$ cat src/design/swm_pkg.sv
// ----------------------------------------------------------------------------
// Sliding window median package
// Operation codes and the operation record handed along the row of count cells.
// ----------------------------------------------------------------------------
package swm_pkg;

   localparam int MAX_SAMPLE_BITS = 20;
   localparam int MAX_CNT_BITS    = 17;
   localparam int SUM_BITS        = 48;

   typedef enum logic [1:0] {
      OP_INC  = 2'd0,
      OP_DEC  = 2'd1,
      OP_RANK = 2'd2
   } op_kind_type;

   typedef struct packed {
      logic                       valid;
      op_kind_type                kind;
      logic [MAX_SAMPLE_BITS-1:0] value;
      logic [MAX_CNT_BITS-1:0]    kth;
   } op_type;

endpackage

$ cat src/design/swm_cell.sv
// ----------------------------------------------------------------------------
// Count cell
// Holds the occurrence counts of one level of the value tree and performs one
// step of an increment, a decrement or a rank descent on each passing
// operation.
// ----------------------------------------------------------------------------
module swm_cell #(
   parameter int LEVEL       = 0,
   parameter int SAMPLE_BITS = 16,
   parameter int CNT_W       = 13
) (
   input  logic                   clock,
   input  logic                   reset,
   input  swm_pkg::op_type        op_in,
   output swm_pkg::op_type        op_out,
   input  logic                   clr_en,
   input  logic [SAMPLE_BITS-1:0] clr_addr
);

   localparam int AW      = LEVEL + 1;
   localparam int DEPTH   = 1 << AW;
   localparam int BIT_POS = SAMPLE_BITS - 1 - LEVEL;

   logic [CNT_W-1:0]       mem [DEPTH];
   logic [SAMPLE_BITS-1:0] in_value;
   logic [AW-1:0]          rd_addr;
   logic [AW-1:0]          addr_a_ff;
   logic [CNT_W-1:0]       rd_data_ff;
   swm_pkg::op_type        op_a_ff;
   swm_pkg::op_type        op_out_ff;
   swm_pkg::op_type        op_out_in;
   logic [CNT_W-1:0]       kth_a;
   logic                   go_right;
   logic                   wr_en;
   logic [CNT_W-1:0]       wr_data;

   assign in_value = op_in.value[SAMPLE_BITS-1:0];
   assign rd_addr  = AW'(in_value >> BIT_POS);

   always_ff @(posedge clock) begin
      if (op_in.valid) begin
         rd_data_ff <= mem[rd_addr];
      end
      addr_a_ff <= rd_addr;
   end

   always_ff @(posedge clock) begin
      if (reset) begin
         op_a_ff   <= '0;
         op_out_ff <= '0;
      end else begin
         op_a_ff   <= op_in;
         op_out_ff <= op_out_in;
      end
   end

   assign kth_a    = op_a_ff.kth[CNT_W-1:0];
   assign go_right = kth_a > rd_data_ff;

   always_comb begin
      wr_en     = 1'b0;
      wr_data   = rd_data_ff;
      op_out_in = op_a_ff;
      unique case (op_a_ff.kind)
         swm_pkg::OP_INC: begin
            wr_en   = op_a_ff.valid;
            wr_data = CNT_W'(rd_data_ff + 1'b1);
         end
         swm_pkg::OP_DEC: begin
            wr_en   = op_a_ff.valid;
            wr_data = CNT_W'(rd_data_ff - 1'b1);
         end
         swm_pkg::OP_RANK: begin
            if (go_right) begin
               op_out_in.value[BIT_POS] = 1'b1;
               op_out_in.kth = swm_pkg::MAX_CNT_BITS'(kth_a - rd_data_ff);
            end
         end
         default: begin
            wr_en = 1'b0;
         end
      endcase
   end

   always_ff @(posedge clock) begin
      if (clr_en) begin
         mem[clr_addr[AW-1:0]] <= '0;
      end else if (wr_en) begin
         mem[addr_a_ff] <= wr_data;
      end
   end

   assign op_out = op_out_ff;

endmodule

$ cat config.mk
export PLATFORM = sky130hd
export DESIGN_NAME = swm_cell
export DESIGN_NICKNAME = d
export VERILOG_FILES = /design/src/design/swm_pkg.sv /design/src/design/swm_cell.sv
export SDC_FILE = /design/constraint.sdc
export NUM_CORES = 1
export LEC_CHECK = 0
export ABC_AREA = 1
export BUFFER_PORTS_ARGS = -buffer_cell sky130_fd_sc_hd__buf_2
export CORE_MARGIN = 2
export CORE_UTILIZATION = 41
export DETAILED_ROUTE_END_ITERATION = 6
export HOLD_SLACK_MARGIN = 0.03
export PLACE_DENSITY = 0.73
export SLEW_MARGIN = 40
export SYNTH_ARGS = -nofsm -noshare
export SYNTH_HDL_FRONTEND = slang
export SYNTH_SLANG_ARGS = --single-unit
$ cat constraint.sdc
create_clock -name clock -period 2.6 [get_ports clock]
set_clock_uncertainty 0.15 [all_clocks]
set_input_delay 0.26 -clock clock [delete_from_list [all_inputs] [get_ports clock]]
set_output_delay 0.26 -clock clock [all_outputs]
set_load 0.01 [all_outputs]
[Word-level counts from Yosys, hierarchy flattened]
Memory sizes are Yosys's and may differ from the RTL's. A register that Yosys moved wholly into a read port is not among the register bits.
Cells that the tools add are included.
Cells by class
  add/subtract/negate cells: 3
  magnitude comparators: 1
  equal/unequal tests: 2
  muxes and demuxes: 14
  reductions and logical operators: 3
Operators by type and width (count)
  two-way mux 17 bit: 2
  case mux 13 bit (2 select lines): 1
  subtractor 13 x 13 -> 14 bit: 1
  adder 13 x 1 -> 13 bit, second input constant: 1
  > comparator 13 bit: 1
  two-way mux 13 bit: 1
  OR reduction 13 bit: 1
  subtractor 13 x 1 -> 13 bit, second input constant: 1
  two-way mux 1 bit: 10
  equality test 2 x 1 -> 1 bit, second input constant: 1
  equality test 2 bit, second input constant: 1
  zero test 2 bit: 1
  OR reduction 2 bit: 1
Storage, ports and cells
  register bits: 81
  bits in writable memories: 26
  input bits: 59
  output and inout port bits: 40
  memories kept: 1
Memory list
  mem: depth 2, bits a word 13, rd ports 1, clocked after Yosys merged registers in 1, write ports 1, line swm_cell.sv:24  | logic [CNT_W-1:0] mem [DEPTH];

[Depth between registers and ports, before layout]
  word-level depth: 8
  gate-level depth with buffers: 17
  mapped depth without buffers: 16

[Worst setup path after synthesis]
Ideal clock, no wire load.
  path kind: reg2reg
  start point: register rd_data_ff[0] (read register of mem)
  end point: register op_out_ff, in the netlist op_out[13]
  library setup time: 0.070 ns
  data arrival time: 1.922 ns
  required time: 2.380 ns
  slack: 0.458 ns
  stages on the path, launching flop included: 14
  buffers on the path: 1
  clock period less this slack: 2.142 ns
  cell sequence: edfxtp_1 > ha_1 > inv_1 > fa_1 > nand3_1 > nand2_1 > nand2_1 > nand2_2 > nand2_1 > nand2_2 > nand2_4 > buf_6 > nand2_1 > a21oi_1
Between the ends
  word-level cells in the longest chain between the ends: 3
  elaborated cells between the ends (all ways): 4
  those cells by class: add/sub (1); order compare (1); mux (2)
RTL lines
  start, declared: line swm_cell.sv:28  | logic [CNT_W-1:0] rd_data_ff;
  subtractor 13 x 13 -> 14 bit or > comparator 13 bit (tied branches): line swm_cell.sv:76, swm_cell.sv:58
  two-way mux 17 bit (*): line swm_cell.sv:74  | if (go_right) begin
  two-way mux 17 bit (*): line swm_cell.sv:64  | unique case (op_a_ff.kind)
  end signal, assigned: line swm_cell.sv:53  | op_out_ff <= op_out_in;
  end, declared: line swm_cell.sv:30  | swm_pkg::op_type op_out_ff;
Mark *: on every way between the ends. The rest lies on a longest branch, timed or not.
A chain may end at the register's enable or synchronous reset.

[Final worst setup path]
  start point: register rd_data_ff[7] (read register of mem)
  end point: register op_out_ff, in the netlist op_out[2]
Between the ends
  word-level cells in the longest chain between the ends: 3
RTL lines
  > comparator 13 bit: line swm_cell.sv:58  | assign go_right = kth_a > rd_data_ff;
  two-way mux 17 bit: line swm_cell.sv:74
  two-way mux 17 bit: line swm_cell.sv:64
No other way between the ends.

==> results.toml <==
[power]
ir_worst_vdd_mv = 0.497
power_leakage_nw = 3.49
power_density_mw_per_mm2 = 746

[synthesis]
seq_area_frac_synth = 0.528
synth_top_flop_cell = "dfxtp_1"
syn_area_per_cell_sq_um = 7.93
synth_seq_cells = 120
ys_types = 33
yosys_warnings = 0
synth_common_cells = "nand2_1, inv_1, nor2_1, dfxtp_1, nand3_1"
async_reset_ff_frac = 0
syn_area_sq_mm = 0.00529
synthCells = 667
synth_nets = 741
synth_edf_count = 39
synth.most_common_cell = "nand2_1"
ys_top_cells_by_area = "dfxtp_1, edfxtp_1, nand2_1, inv_1, nor2_1"
yosysTopAreaCellShare = 0.307
synth_top_cell_by_area = "dfxtp_1"

[timing]
fin_crit_ps = 2400
holdWs_ps = 59.0
slew_violations = 0
timing.final.crit_share = 0.923
setup_viol = 0
rsz0062_at_grt = "false"
tightest_slew_ps = 451
clock.fmax_mhz = 417
relSlewSlack = 0.699
tns_ps = 0
hold_viol = 0

[detailed_routing]
wl_per_cell_microns = 12.2
routed_wl_microns = 12000
top_layer_used = "met4"
via_per_inst = 4.51
drc = 0
wl_met3_microns = 549
ant_nets = 0
wl_met1_microns = 5180
drt_iter0_drc = 309
dr_wl_met2_microns = 6000
first_pass_iters = 4
via_count = 4448

[setup_path]
rr_worst_depth = 10
slowest_stage = "edfxtp_1"
cpMostUsedCell = "nor2_1"
r2r_end = "op_out[2]$_SDFF_PP0_"
rr_startpoint = "rd_data_ff[7]$_DFFE_PP_"
critPathRequiredTime_ps = 2800
crit_buf_inv = 2
critPathKind = "reg2reg"
crit_family = "simple AND/OR/NAND/NOR gates"
critical_path.cell_chain = "inv_1 -> ha_1 -> nand2_1 -> nor2_1 -> and2_1 -> a21oi_2 -> nand2_8 -> inv_2 -> nor2_1 -> nor2_1"
worst_setup_path_end_kind = "flip-flop"
rrSetupSlack_ps = 200
crit_path_max_incr_delay_ps = 420
crit_fanout = 19
arrival_ps = 2600
cp-start-kind = "flip-flop"

[floorplan]
core_area_sq_mm = 0.0126
io_pins = 99
std_cell_rows = 41
die_y_microns = 118
die_area_sq_mm = 0.0138
die_w_microns = 118
start_util = 0.419

[cells_and_area]
regArea_sq_mm = 0.00279
fin_util = 0.550
area.growth.synth_to_final_pct = 31.2
multiInputGateArea_sq_mm = 0.00196
fill_cells = 1097
fin_nets = 875
drive_gt1_frac = 0.173

[cts]
cts.sinks = 120
root_buffer = "clkbuf_16"
insertion_delay_ps = 420
clockBufferDepth = 2
clkSlewWorstSetupHoldPaths_ps = 60
h-tree-depth = 4
cts_tree = "done"
cts_inserted_buffers = 17
cts_setup_buffers = 0

[placed_design]
dp_hpwl_microns = 7950
port_buffers = 83
gp_congestion = 0.907

[global_route]
grt_pass1_vias = 4214
grt_first_pass_wirelength_microns = 19600
grt_overflow = 0
grt_start_max_net_pins = 39
antenna_found_initial = 2
grt.total_usage = 0.179

[worst_hold_path]
worstHoldStart = "reset"
min_path_cells = 2
min_to = "op_out[31]$_SDFF_PP0_"
min_path_type = "in2reg"

[status]
status = "completed"

[flow_run]
maxCapViolCount = 0
## how the worst max path moves through the flow
| stage | from | to | slack (ps) | cells after the start |
|---|---|---|---|---|
| 6_report | rd_data_ff[7]$_DFFE_PP_ | op_out[2]$_SDFF_PP0_ | 200 | 10 |
| 5_1_grt | op_a_ff[38]$_SDFF_PP0_ | mem[0][8]$_DFFE_PP_ | 9 | 14 |
| 4_1_cts | rd_data_ff[0]$_DFFE_PP_ | op_out[2]$_SDFF_PP0_ | 240 | 13 |
| 3_5_place_dp | rd_data_ff[0]$_DFFE_PP_ | op_out[2]$_SDFF_PP0_ | 250 | 13 |
| 3_3_place_gp | rd_data_ff[0]$_DFFE_PP_ | op_out[32]$_SDFF_PP0_ | 290 | 13 |
| 2_1_floorplan | rd_data_ff[0]$_DFFE_PP_ | op_out[13]$_SDFF_PP0_ | 460 | 13 |
## placed cells by master, fill, tap and decap left out, drive strengths merged, types with 2 or more instances in the layout
cell and instances:
nand2 159, o21bai 2, nand4 4, a21oi 31, edfxtp 39, ha 14
a41oi 4, buf 92, nor2 119, inv 125, nand3 42, clkinv 4
clkbuf 20, dlygate4sd3 39, nor3 2, bufinv 2, dfxtp 81, o21ai 21
xor2 6
## state kept, by name (all words and copies together) (netlist names)
register	cells
mem	26
addr_a_ff	1
kth_a	13
op_a_ff	27
op_out	40
rd_data_ff	13
## routing by layer
layer,global-route usage,vias up
li1,-,2336
met1,0.208,1976
met2,0.308,111
met3,0.0417,25
met4,0.0934,0
met5,0,-
## cell families (layout without fill, tap and decap cells)
logic type      Yosys count  in the layout  share of synthesized area
compound gates           59             59                     0.0630
xor+xnor                  7              7                     0.0116
fa+ha+maj                15             15                     0.0369
flops                   120            120                      0.528
other cells               0              1                          0
buf+inv                 136            283                      0.102
simple gates            330            330                      0.258
## worst register-to-register path: cells and delay by family (launching register included)
kind | cells | cell delay [ps]
simple gates | 6 | 720
buf+inv | 2 | 360
compound gates | 1 | 390
fa+ha+maj | 1 | 310
flops | 1 | 420
## cell type report
class                   instances  share of cell area
flip-flops and latches        120               0.403
clock buffers                  20              0.0705
diodes                          1            0.000361
multi-input cells             411               0.283
clock inverters                12              0.0218
repair buffers                131               0.126
well taps                     172              0.0310
inverters                     120              0.0651
## power breakdown
group	switching, mW	internal, mW	leakage, nW
logic	0.364	0.234	2.12
registers	0.0398	2.04	1.06
clock network	0.913	1.58	0.312
total	1.32	3.86	3.49
## stage by stage
step                      instance area [sq um]  power (mW)  setup slack (ps)  cells
final                                      6940        5.17               200    987
after global routing                       6940        5.38              9.43    987
after CTS                                  6930        5.19               238    986
after detailed placement                   5890        2.66               250    915
after global placement                     5890        2.65               287    915
after floorplan                            5290        2.50               458    667
## timing repair
item                                    in CTS  in global routing
hold buffers                                39                  0
endpoints found under the hold margin       39                  0
endpoints found under the setup margin       0                  3
gates resized for setup                      0                  2
(Power assumes the default switching activity.)
